### config.mk
export PLATFORM = sky130hd
export DESIGN_NAME = forth_number_literal_parser_top
export DESIGN_NICKNAME = d
export VERILOG_FILES = /design/src/hdl/flp_pkg.sv /design/src/hdl/forth_number_literal_parser_top.sv /design/src/hdl/flp_in_reg.sv /design/src/hdl/flp_core.sv /design/src/hdl/flp_out_reg.sv
export SDC_FILE = /design/constraint.sdc
export NUM_CORES = 1
export LEC_CHECK = 0
export BUFFER_PORTS_ARGS = -buffer_cell sky130_fd_sc_hd__buf_4
export CAP_MARGIN = 20
export CORE_UTILIZATION = 64
export DETAILED_ROUTE_END_ITERATION = 8
export PLACE_DENSITY = 0.88
export SLEW_MARGIN = 20
export SYNTH_ARGS = -nofsm -noshare
export SYNTH_HDL_FRONTEND = slang
export SYNTH_SLANG_ARGS = --single-unit
### constraint.sdc
create_clock -name clk_i -period 6.5 [get_ports clk_i]
set_input_delay 0.65 -clock clk_i [delete_from_list [all_inputs] [get_ports clk_i]]
set_output_delay 0.65 -clock clk_i [all_outputs]
set_load 0.005 [all_outputs]
### src/hdl/flp_pkg.sv
// Shared types, constants and the digit decoder of the radix-prefixed literal parser.
package flp_pkg;

  localparam int unsigned VALUE_WIDTH = 32;
  localparam int unsigned CHAR_WIDTH  = 7;
  localparam int unsigned BASE_WIDTH  = 6;
  localparam int unsigned POS_WIDTH   = 3;

  localparam logic [CHAR_WIDTH-1:0] CH_BIN   = 7'd37;  // '%'
  localparam logic [CHAR_WIDTH-1:0] CH_DEC   = 7'd35;  // '#'
  localparam logic [CHAR_WIDTH-1:0] CH_HEX   = 7'd36;  // '$'
  localparam logic [CHAR_WIDTH-1:0] CH_QUOTE = 7'd39;  // single quote
  localparam logic [CHAR_WIDTH-1:0] CH_ZERO  = 7'd48;
  localparam logic [CHAR_WIDTH-1:0] CH_NINE  = 7'd57;
  localparam logic [CHAR_WIDTH-1:0] CH_UPPER_A = 7'd65;
  localparam logic [CHAR_WIDTH-1:0] CH_UPPER_Z = 7'd90;
  localparam logic [CHAR_WIDTH-1:0] CH_LOWER_A = 7'd97;
  localparam logic [CHAR_WIDTH-1:0] CH_LOWER_Z = 7'd122;
  localparam logic [CHAR_WIDTH-1:0] CASE_GAP   = 7'd32;
  localparam logic [CHAR_WIDTH-1:0] LETTER_OFFSET = 7'd10;

  localparam logic [BASE_WIDTH-1:0] BASE_BIN   = 6'd2;
  localparam logic [BASE_WIDTH-1:0] BASE_DEC   = 6'd10;
  localparam logic [BASE_WIDTH-1:0] BASE_HEX   = 6'd16;
  localparam logic [BASE_WIDTH-1:0] BASE_RESET = 6'd10;

  localparam logic [POS_WIDTH-1:0] POS_FIRST  = 3'd0;
  localparam logic [POS_WIDTH-1:0] POS_SECOND = 3'd1;
  localparam logic [POS_WIDTH-1:0] POS_THIRD  = 3'd2;
  localparam logic [POS_WIDTH-1:0] POS_FOURTH = 3'd3;
  localparam logic [POS_WIDTH-1:0] POS_SAT    = 3'd4;

  typedef enum logic [1:0] {
    PH_NONE,
    PH_BIN,
    PH_DEC,
    PH_DIGITS
  } flp_phase_e;

  typedef struct packed {
    logic [CHAR_WIDTH-1:0] token_char;
    logic                  last_char;
  } flp_in_t;

  typedef struct packed {
    logic                   is_valid;
    logic [VALUE_WIDTH-1:0] number_value;
  } flp_out_t;

  typedef struct packed {
    logic                  ok;
    logic [BASE_WIDTH-1:0] value;
  } flp_digit_t;

  // Decodes 0-9 and letters of either case into the values 0 to 35.
  function automatic flp_digit_t digit_value(input logic [CHAR_WIDTH-1:0] c);
    flp_digit_t            d;
    logic [CHAR_WIDTH-1:0] up;
    logic [CHAR_WIDTH-1:0] tmp;
    d   = '0;
    up  = c;
    tmp = '0;
    if (c >= CH_LOWER_A && c <= CH_LOWER_Z) begin
      up = c - CASE_GAP;
    end
    if (c >= CH_ZERO && c <= CH_NINE) begin
      tmp     = c - CH_ZERO;
      d.ok    = 1'b1;
      d.value = tmp[BASE_WIDTH-1:0];
    end else if (up >= CH_UPPER_A && up <= CH_UPPER_Z) begin
      tmp     = up - CH_UPPER_A + LETTER_OFFSET;
      d.ok    = 1'b1;
      d.value = tmp[BASE_WIDTH-1:0];
    end
    return d;
  endfunction

endpackage

### src/hdl/forth_number_literal_parser_top.sv
// Top level of the radix-prefixed integer literal parser.
//
//   Channel  Direction  Payload     Handshake
//   in       input      flp_in_t    in_valid_i / in_stall_o
//   out      output     flp_out_t   out_valid_o / out_stall_i
//   cfg      input      base, 6 b   cfg_we_i, no wait
//
// One character is taken per clock while the input is not stalled; a character is held in the
// input register and its result, on the last character of a token, goes to the result register.
// The accumulator update (one 32 by 6 multiply and add) sets the per-cycle path.
// Reset clears the token state and sets the default base to ten.
// A stall on the output holds the result and back-pressures the input only while the
// result register is full; characters keep flowing whenever it can take a transfer.
module forth_number_literal_parser_top import flp_pkg::*; (
  input  logic                  clk_i,
  input  logic                  rst_ni,
  input  logic                  in_valid_i,
  output logic                  in_stall_o,
  input  flp_in_t               in_data_i,
  output logic                  out_valid_o,
  input  logic                  out_stall_i,
  output flp_out_t              out_data_o,
  input  logic                  cfg_we_i,
  input  logic [BASE_WIDTH-1:0] cfg_data_i
);

  logic     item_valid;
  flp_in_t  item;
  logic     fire;
  logic     result_load;
  flp_out_t result;

  assign fire = item_valid && (!out_valid_o || !out_stall_i);

  flp_in_reg u_in_reg (
    .clk_i        (clk_i),
    .rst_ni       (rst_ni),
    .in_valid_i   (in_valid_i),
    .in_stall_o   (in_stall_o),
    .in_data_i    (in_data_i),
    .take_i       (fire),
    .item_valid_o (item_valid),
    .item_o       (item)
  );

  flp_core u_core (
    .clk_i         (clk_i),
    .rst_ni        (rst_ni),
    .cfg_we_i      (cfg_we_i),
    .cfg_data_i    (cfg_data_i),
    .fire_i        (fire),
    .item_i        (item),
    .result_load_o (result_load),
    .result_o      (result)
  );

  flp_out_reg u_out_reg (
    .clk_i       (clk_i),
    .rst_ni      (rst_ni),
    .load_i      (result_load),
    .result_i    (result),
    .out_valid_o (out_valid_o),
    .out_stall_i (out_stall_i),
    .out_data_o  (out_data_o)
  );

  a_invalid_is_zero : assert property (@(posedge clk_i) disable iff (!rst_ni)
    out_valid_o && !out_data_o.is_valid |-> out_data_o.number_value == '0)
    else $error("rejected token carries a non-zero value");

  a_stall_only_when_blocked : assert property (@(posedge clk_i) disable iff (!rst_ni)
    in_stall_o |-> item_valid && out_valid_o && out_stall_i)
    else $error("input stalled while the pipeline could move");

  a_result_from_last_char : assert property (@(posedge clk_i) disable iff (!rst_ni)
    $rose(out_valid_o) |-> $past(fire && item.last_char))
    else $error("result appeared without a last character");

  a_no_result_lost : assert property (@(posedge clk_i) disable iff (!rst_ni)
    out_valid_o && out_stall_i |-> !result_load)
    else $error("result overwritten while stalled");

endmodule

### src/hdl/flp_in_reg.sv
// Input register that holds one accepted character until the parse core takes it.
module flp_in_reg import flp_pkg::*; (
  input  logic    clk_i,
  input  logic    rst_ni,
  input  logic    in_valid_i,
  output logic    in_stall_o,
  input  flp_in_t in_data_i,
  input  logic    take_i,
  output logic    item_valid_o,
  output flp_in_t item_o
);

  logic    valid_q;
  flp_in_t data_q;
  logic    ready;

  assign ready        = !valid_q || take_i;
  assign in_stall_o   = !ready;
  assign item_valid_o = valid_q;
  assign item_o       = data_q;

  always_ff @(posedge clk_i or negedge rst_ni) begin
    if (!rst_ni) begin
      valid_q <= 1'b0;
    end else if (ready) begin
      valid_q <= in_valid_i;
    end
  end

  always_ff @(posedge clk_i) begin
    if (ready && in_valid_i) begin
      data_q <= in_data_i;
    end
  end

endmodule

### src/hdl/flp_core.sv
// Token state and the combinational update for one character, with the default base register.
module flp_core import flp_pkg::*; (
  input  logic                  clk_i,
  input  logic                  rst_ni,
  input  logic                  cfg_we_i,
  input  logic [BASE_WIDTH-1:0] cfg_data_i,
  input  logic                  fire_i,
  input  flp_in_t               item_i,
  output logic                  result_load_o,
  output flp_out_t              result_o
);

  logic [BASE_WIDTH-1:0]  default_base_q;
  logic [VALUE_WIDTH-1:0] acc_q, acc_d;
  logic [BASE_WIDTH-1:0]  base_q, base_d;
  logic [POS_WIDTH-1:0]   pos_q, pos_d;
  flp_phase_e             phase_q, phase_d;
  logic                   failed_q, failed_d;
  logic                   first_quote_q, first_quote_d;
  logic [CHAR_WIDTH-1:0]  middle_q, middle_d;
  logic                   third_quote_q, third_quote_d;

  logic [BASE_WIDTH-1:0]             base_cur;
  flp_digit_t                        dig;
  logic [VALUE_WIDTH+BASE_WIDTH-1:0] prod;
  logic                              quote_form;

  assign base_cur = (pos_q == POS_FIRST) ? default_base_q : base_q;
  assign dig      = digit_value(item_i.token_char);
  assign prod     = {{BASE_WIDTH{1'b0}}, acc_q} * {{VALUE_WIDTH{1'b0}}, base_cur};

  always_comb begin
    acc_d         = acc_q;
    base_d        = base_cur;
    phase_d       = phase_q;
    failed_d      = failed_q;
    first_quote_d = first_quote_q;
    middle_d      = middle_q;
    third_quote_d = third_quote_q;
    pos_d         = (pos_q == POS_SAT) ? pos_q : pos_q + 1'b1;

    case (pos_q)
      POS_FIRST:  first_quote_d = (item_i.token_char == CH_QUOTE);
      POS_SECOND: middle_d      = item_i.token_char;
      POS_THIRD:  third_quote_d = (item_i.token_char == CH_QUOTE);
      default:    ;
    endcase

    if (!failed_q) begin
      if (item_i.token_char == CH_BIN && phase_q == PH_NONE) begin
        base_d  = BASE_BIN;
        phase_d = PH_BIN;
      end else if (item_i.token_char == CH_DEC &&
                   (phase_q == PH_NONE || phase_q == PH_BIN)) begin
        base_d  = BASE_DEC;
        phase_d = PH_DEC;
      end else if (item_i.token_char == CH_HEX && phase_q != PH_DIGITS) begin
        base_d  = BASE_HEX;
        phase_d = PH_DIGITS;
      end else begin
        phase_d = PH_DIGITS;
        if (dig.ok && dig.value < base_cur) begin
          acc_d = prod[VALUE_WIDTH-1:0] + {{(VALUE_WIDTH-BASE_WIDTH){1'b0}}, dig.value};
        end else begin
          failed_d = 1'b1;
        end
      end
    end
  end

  assign quote_form    = (pos_d == POS_FOURTH) && first_quote_d && third_quote_d;
  assign result_load_o = fire_i && item_i.last_char;

  always_comb begin
    if (quote_form) begin
      result_o.is_valid     = 1'b1;
      result_o.number_value = {{(VALUE_WIDTH-CHAR_WIDTH){1'b0}}, middle_d};
    end else if (failed_d) begin
      result_o.is_valid     = 1'b0;
      result_o.number_value = '0;
    end else begin
      result_o.is_valid     = 1'b1;
      result_o.number_value = acc_d;
    end
  end

  always_ff @(posedge clk_i or negedge rst_ni) begin
    if (!rst_ni) begin
      default_base_q <= BASE_RESET;
    end else if (cfg_we_i) begin
      default_base_q <= cfg_data_i;
    end
  end

  always_ff @(posedge clk_i or negedge rst_ni) begin
    if (!rst_ni) begin
      acc_q         <= '0;
      base_q        <= BASE_RESET;
      pos_q         <= POS_FIRST;
      phase_q       <= PH_NONE;
      failed_q      <= 1'b0;
      first_quote_q <= 1'b0;
      middle_q      <= '0;
      third_quote_q <= 1'b0;
    end else if (fire_i) begin
      if (item_i.last_char) begin
        acc_q         <= '0;
        base_q        <= default_base_q;
        pos_q         <= POS_FIRST;
        phase_q       <= PH_NONE;
        failed_q      <= 1'b0;
        first_quote_q <= 1'b0;
        middle_q      <= '0;
        third_quote_q <= 1'b0;
      end else begin
        acc_q         <= acc_d;
        base_q        <= base_d;
        pos_q         <= pos_d;
        phase_q       <= phase_d;
        failed_q      <= failed_d;
        first_quote_q <= first_quote_d;
        middle_q      <= middle_d;
        third_quote_q <= third_quote_d;
      end
    end
  end

endmodule

### src/hdl/flp_out_reg.sv
// Result register that holds one parse result until the downstream side takes it.
module flp_out_reg import flp_pkg::*; (
  input  logic     clk_i,
  input  logic     rst_ni,
  input  logic     load_i,
  input  flp_out_t result_i,
  output logic     out_valid_o,
  input  logic     out_stall_i,
  output flp_out_t out_data_o
);

  logic     valid_q;
  flp_out_t data_q;

  assign out_valid_o = valid_q;
  assign out_data_o  = data_q;

  always_ff @(posedge clk_i or negedge rst_ni) begin
    if (!rst_ni) begin
      valid_q <= 1'b0;
    end else if (load_i) begin
      valid_q <= 1'b1;
    end else if (!out_stall_i) begin
      valid_q <= 1'b0;
    end
  end

  always_ff @(posedge clk_i) begin
    if (load_i) begin
      data_q <= result_i;
    end
  end

endmodule

==> results of run 1 <==
==> synth_stat cells, types with 9 or more instances <==
cell type,n
ha_1,81
xnor2_1,26
fa_1,112
mux2i_1,14
buf_2,10
o21ai_1,17
dfrtp_1,57
o22ai_1,11
xor2_1,9
buf_1,9
edfxtp_1,41
clkbuf_1,51
nor2_1,29
a22o_1,16
a21oi_1,60
o21ai_0,37
a22oi_1,26
inv_1,126
a21o_1,13
nor3_1,11
nand3_1,14
mux2_2,13
o21a_1,10
nand2_1,268
and2_1,23
==> where the power goes <==
part	internal, W	total (W)	leakage, nW	switching, W
clock	0.000266	0.000533	0.139	0.000267
sequential	0.000778	0.000948	1.19	0.000170
combinational	0.000787	0.00208	4.11	0.00129
total	0.00183	0.00356	5.44	0.00173
==> flip-flops by register name (all words and copies together) (netlist names), 2 cells and up <==
name                   flops
u_out_reg.out_data_o      33
u_core.acc_q              32
u_in_reg.item_o            8
u_core.middle_q            7
u_core.base_q              6
u_core.default_base_q      6
u_core.pos_q               3
u_core.phase_q             2
==> through the flow <==
stage | total power [W] | setup WS [ps] | util | hold slack, ps
6_report | 0.003558 | 249.6 | 0.7072 | 375.5
5_1_grt | 0.003828 | 1.474 | 0.7072 | 439.1
4_1_cts | 0.003498 | 130.0 | 0.7051 | 400.8
3_5_place_dp | 0.002948 | 202.5 | 0.6884 | 480.9
3_3_place_gp | 0.002858 | 404.0 | 0.6884 | 464.5
2_1_floorplan | 0.002405 | 628.6 | - | 354.4
==> kinds of logic after synthesis <==
family | count (synthesis) | synth area share
buffers and inverters | 203 | 0.07391
adders and majority gates | 193 | 0.2977
muxes | 28 | 0.02826
xor gates and xnor gates | 35 | 0.02803
and+or+nand+nor | 404 | 0.1692
AOI/OAI and AO/OA | 249 | 0.1502
DFF | 102 | 0.2526
==> layout make-up <==
type / count / area (um2)
clock inverters: 6 / 48.80
well taps: 220 / 275.3
multi-input cells: 909 / 7400
clock buffers: 10 / 229.0
inverters: 127 / 476.7
repair buffers: 77 / 578.1
fillers: 1204 / 4872
flip-flops and latches: 102 / 2763
==> routing by layer <==
metal,share of wire,wire length (um),track usage,up-vias
met5,0.00044,12,0,-
met2,0.48,13320,0.5406,473
met1,0.40,11090,0.4448,4475
met4,0.031,856,0.1609,2
met3,0.081,2227,0.04330,70
li1,-,-,-,4093
==> worst max-delay path by stage <==
stage | end | cells after the start | from | slack [ps]
floorplan | u_out_reg.out_data_o[21]$_SDFFCE_PP0P_ | 22 | u_core.pos_q[0]$_DFFE_PN0P_ | 630
finish | u_out_reg.out_data_o[21]$_SDFFCE_PP0P_ | 19 | u_core.pos_q[0]$_DFFE_PN0P_ | 250
CTS | u_out_reg.out_data_o[21]$_SDFFCE_PP0P_ | 19 | u_core.pos_q[0]$_DFFE_PN0P_ | 130
global placement | u_out_reg.out_data_o[24]$_SDFFCE_PP0P_ | 20 | u_core.pos_q[0]$_DFFE_PN0P_ | 400
detailed placement | u_out_reg.out_data_o[21]$_SDFFCE_PP0P_ | 20 | u_core.pos_q[0]$_DFFE_PN0P_ | 200
global route | u_out_reg.out_data_o[21]$_SDFFCE_PP0P_ | 19 | u_core.pos_q[0]$_DFFE_PN0P_ | 1
==> critical path: cells and delay by family, from the launching register on <==
family / cells / cell delay (ps)
DFF: 1 / 430
and+or+nand+nor: 3 / 600
muxes: 1 / 380
adders and majority gates: 6 / 2530
AOI/OAI and AO/OA: 6 / 1560
buffers and inverters: 3 / 460
==> what timing repair did <==
action / CTS / global route
resized for setup: 0 / 11
buffers inserted: 0 / 0
hold buffers: 0 / 0
endpoints found under the setup margin: 0 / 21
hold endpoints to repair: 0 / 0
==> run_results.csv, run 1 <==
group,metric,value,unit
run_status,status,"completed",
drt,drtAntennaViolNets,0,
drt,wirelength,27500,um
setup_path,crit_fanout,15,
clocking,cts_buffers,9,
synth,ys_top_cells_by_area,"fa_1 21%, dfrtp_1 13%, edfxtp_1 11%, ha_1 9.3%, nand2_1 9.2%",
timing,setup_tns,0,ps
synth,avgSynthCellArea,9.008,um2
min_path,hp-class,"input pin to asynchronous set/reset pin",
setup_path,reg2reg_slack,250,ps
finish,drive_gt1_frac,0.1097,
setup_path,regToRegStartpoint,"u_core.pos_q[0]$_DFFE_PN0P_",
synth,yosys_warnings,0,
finish,final_area,11770,um2
timing,finalSetupViolCount,0,
timing,maxSlewViolCount,0,
finish,final_common_cell,"nand2_1",
flow_run,cap_violations,0,
setup_path,crit_type,"register to register",
finish,diodes,0,
global_route,grt_max_degree,62,
floorplanning,die_y,132.7,um
synth,synth_edf_count,41,
floorplanning,start_util,0.6571,
synth,synthArstFlopShare,0.5980,
timing,relSlewSlack,0.4224,
timing,fin_crit,6250,ps
synth,synth.largest_area_cell,"fa_1",
floorplanning,fp.dieArea,17610,um2
clocking,clockBufferDepth,2,
synth,syn-num-nets,1426,
clocking,cts_max_level,3,
setup_path,rr_worst_depth,19,
setup_path,worstPathRequired,6610,ps
synth,synthCells,1214,
timing,fin_crit_sh,0.9616,
floorplanning,rows,47,
placement,io_buffer_count,53,
placement,dpl_cell_area,11460,um2
drt,dr.pass1.iters,6,
clocking,clk_pin_slew_worst_paths,80,ps
timing,hold_violations,0,
timing,clock.fmax,160.0,MHz
clocking,numClockSinks,102,
synth,yosysSeqAreaShare,0.2526,
global_route,antenna_found_initial,1,
finish,layout_common_cells,"268 x nand2_1, 126 x inv_1, 112 x fa_1",
global_route,grt-ovfl-total,0,
timing,rsz0062_at_grt,"no",
synth,netlist_area,10940,um2
drt,wl_per_cell,18.95,um
placement,hpwl,20220,um
power_and_ir_drop,leakagePower,5.444,nW
drt,viasPerCell,6.280,
setup_path,critPathCaptureType,"register",
floorplanning,core_area,16640,um2
power_and_ir_drop,pwr_density_cell,302.3,nW/um2
drt,drc,0,
finish,fin_nets,1438,
global_route,grt_pass1_wl,46040,um
drt,first_iter_violations,1001,
synth,yosys_most_used_dff,"dfrtp_1",
placement,dp_cells,1435,
floorplanning,io_pins,54,
floorplanning,dieWidth,132.7,um
placement,gp_congestion,0.9507,
global_route,grt_pass1_vias,9296,
synth,ys_types,76,
finish,syn2layout_area_growth,7.631,%
drt,via_count,9113,
finish,instances_no_fill,1451,
power_and_ir_drop,ir_worst_vdd,0.2119,mV
setup_path,crit_path_top_delay_cell,"fa_1",
clocking,cts_tree,"built",
timing,tightest_slew,865.4,ps
setup_path,r2r-end,"u_out_reg.out_data_o[21]$_SDFFCE_PP0P_",
clocking,cts-root-buf,"clkbuf_16",
setup_path,crit_chain,"inv_1, ha_1, nand2b_4, mux2_2, buf_4, nand2_1, fa_1, inv_1, fa_1, fa_1, ha_1, ha_1, a21oi_1, o21ai_0, or2_2, o221ai_1, a21boi_0, a311oi_1, o21ai_0",
setup_path,startpoint_type,"register",
clocking,clk_latency,370,ps
timing,finClkSkew,11.27,ps
synth,netlist.area_leader.share,0.2050,
setup_path,cp.arrival,6360,ps
setup_path,critPathMaxStageDelay,550,ps
synth,synth.ff_latch_count,102,
global_route,grtUsageTotal,0.3330,
Note: power is estimated with default switching activity, not from simulation.
==> run 2, diff against run 1 <==
--- a/config.mk
+++ b/config.mk
@@ -5,11 +5,12 @@
 export SDC_FILE = /design/constraint.sdc
 export NUM_CORES = 1
 export LEC_CHECK = 0
-export BUFFER_PORTS_ARGS = -buffer_cell sky130_fd_sc_hd__buf_4
 export CAP_MARGIN = 20
-export CORE_UTILIZATION = 64
+export CORE_UTILIZATION = 66
 export DETAILED_ROUTE_END_ITERATION = 8
-export PLACE_DENSITY = 0.88
+export DONT_BUFFER_PORTS = 1
+export PLACE_DENSITY = 0.87
+export REMOVE_ABC_BUFFERS = 1
 export SLEW_MARGIN = 20
 export SYNTH_ARGS = -nofsm -noshare
 export SYNTH_HDL_FRONTEND = slang
==> run 2 against run 1 <==
Combinational power down 2%. Highest routed layer is now met4. Register-to-register slack better by 40 ps. Non-clock buffer count decreased by 59. Critical path type unchanged. Largest cell class unchanged. Cell area down 3.2%. Global-route usage grew 2.4 points.
==> run_results.csv, run 2 (synthesized netlist as in run 1, its figures left out) <==
group,metric,value,unit
drt,dr.pass1.iters,5,
global_route,grtUsageTotal,0.3569,
setup_path,critPathCaptureType,"register",
setup_path,crit_path_top_delay_cell,"fa_1",
floorplanning,start_util,0.6810,
timing,hold_violations,0,
clocking,cts_tree,"built",
timing,maxSlewViolCount,0,
setup_path,crit_buf_inv,3,
min_path,hp-class,"input pin to asynchronous set/reset pin",
setup_path,startpoint_type,"register",
clocking,cts_buffers,9,
finish,fin_nets,1379,
setup_path,critPathMaxStageDelay,560,ps
floorplanning,die_y,130.7,um
finish,multiInputGateArea,7396,um2
floorplanning,rows,46,
global_route,grt_max_degree,58,
drt,drc,0,
floorplanning,dieWidth,130.7,um
finish,layout_common_cells,"268 x nand2_1, 126 x inv_1, 112 x fa_1",
clocking,clk_pin_slew_worst_paths,90,ps
flow_run,cap_violations,0,
finish,final_common_cell,"nand2_1",
timing,setup_tns,0,ps
run_status,status,"completed",
placement,hpwl,19860,um
setup_path,worstPathRequired,6610,ps
drt,wirelength,27420,um
timing,finalSetupViolCount,0,
placement,gp_congestion,0.9413,
timing,clock.fmax,161.1,MHz
drt,viasPerCell,6.473,
global_route,grt_pass1_vias,9177,
drt,wl_per_cell,19.74,um
power_and_ir_drop,leakagePower,5.188,nW
timing,rsz0062_at_grt,"no",
timing,layout_setup_ws,291.0,ps
floorplanning,fp.dieArea,17090,um2
floorplanning,io_pins,54,
global_route,grt-ovfl-total,0,
clocking,cts_max_level,3,
drt,via_count,8991,
finish,fillers,1107,
placement,io_buffer_count,0,
drt,first_iter_violations,924,
drt,drtAntennaViolNets,0,
global_route,antenna_found_initial,0,
setup_path,crit_fanout,10,
setup_path,crit_family,"adder cells",
power_and_ir_drop,ir_worst_vdd,0.2704,mV
timing,tightest_slew,795.4,ps
placement,pre_cts_ws,155.6,ps
clocking,numClockSinks,102,
floorplanning,core_area,16060,um2
setup_path,crit_top_cell,"fa_1",
clocking,cts-root-buf,"clkbuf_16",
finish,drive_gt1_frac,0.06655,
global_route,grt_pass1_wl,46420,um
setup_path,crit_chain,"inv_1, ha_1, nand2b_2, mux2_4, and2_1, fa_1, inv_1, fa_1, fa_1, fa_1, inv_1, ha_1, o211ai_1, o21a_1, a211o_1, a21oi_1, o21ai_0, and2_1, o31ai_1, o22ai_1",
timing,fin_crit_sh,0.9552,
power_and_ir_drop,pwr_density_cell,314.3,nW/um2
timing,relSlewSlack,0.4697,
finish,register_area,2763,um2
clocking,clk_latency,380,ps
timing,finClkSkew,13.54,ps
timing,holdWs,100.6,ps
setup_path,crit_type,"register to register",
setup_path,cp.arrival,6320,ps
timing,fin_crit,6209,ps
finish,syn2layout_area_growth,4.210,%
finish,largest_register_ffs,33,
clocking,clockBufferDepth,2,
## run 2: per-layer routing
layer | GRT usage | vias to the layer above | part of all wire
met1 | 0.4713 | 4426 | 0.40
met5 | 0 | - | 0
met2 | 0.5758 | 506 | 0.47
met3 | 0.05537 | 87 | 0.088
li1 | - | 3972 | -
met4 | 0.1792 | 0 | 0.042
## run 2: worst paths after layout
check                                                       from                                endpoint  slack [ps]  cells past startpoint
worst max-delay path                 u_core.pos_q[0]$_DFFE_PN0P_  u_out_reg.out_data_o[16]$_SDFFCE_PP0P_         290                     20
worst min register to register  u_core.third_quote_q$_DFFE_PN0P_        u_core.third_quote_q$_DFFE_PN0P_         520                      2
max in group asynchronous                                 rst_ni            u_core.acc_q[11]$_DFFE_PN0P_        6080                      1
min in group clk_i                                  in_data_i[6]            u_in_reg.item_o[6]$_DFFE_PP_         360                      0
worst min-delay path                                      rst_ni    u_core.default_base_q[3]$_DFFE_PN1P_         100                      0
worst max register to register       u_core.pos_q[0]$_DFFE_PN0P_  u_out_reg.out_data_o[16]$_SDFFCE_PP0P_         290                     20
## run 2: timing repair
action / 4_1_cts / 5_1_grt
endpoints found under the hold margin: 57 / 0
setup endpoints to repair: 0 / 21
resized for setup: 0 / 10
setup buffers: 0 / 0
hold buffers: 1 / 0
## run 2: area by class of cell
type | count | share of cell area
multi-input combinational | 909 | 0.6490
inverter | 127 | 0.04183
timing repair buffer | 18 | 0.01394
clock buffer | 9 | 0.01976
tap | 216 | 0.02372
antenna | 1 | 0.0002196
clock inverter | 7 | 0.009113
sequential | 102 | 0.2424
## run 2: per-stage QoR
| stage | instance area [um2] | cells | utilization | power, W |
|---|---|---|---|---|
| 6_report | 11400 | 1389 | 0.7097 | 0.003581 |
| 5_1_grt | 11390 | 1388 | 0.7095 | 0.003875 |
| 4_1_cts | 11360 | 1388 | 0.7073 | 0.003526 |
| 3_5_place_dp | 11000 | 1371 | 0.6851 | 0.002897 |
| 3_3_place_gp | 11000 | 1371 | 0.6851 | 0.002812 |
| 2_1_floorplan | 10600 | 1138 | - | 0.002332 |
## run 2: where the power goes
part	internal [W]	switching (W)
clock	0.000288	0.000317
combinational	0.000740	0.00129
sequential	0.000778	0.000168
total	0.00181	0.00178
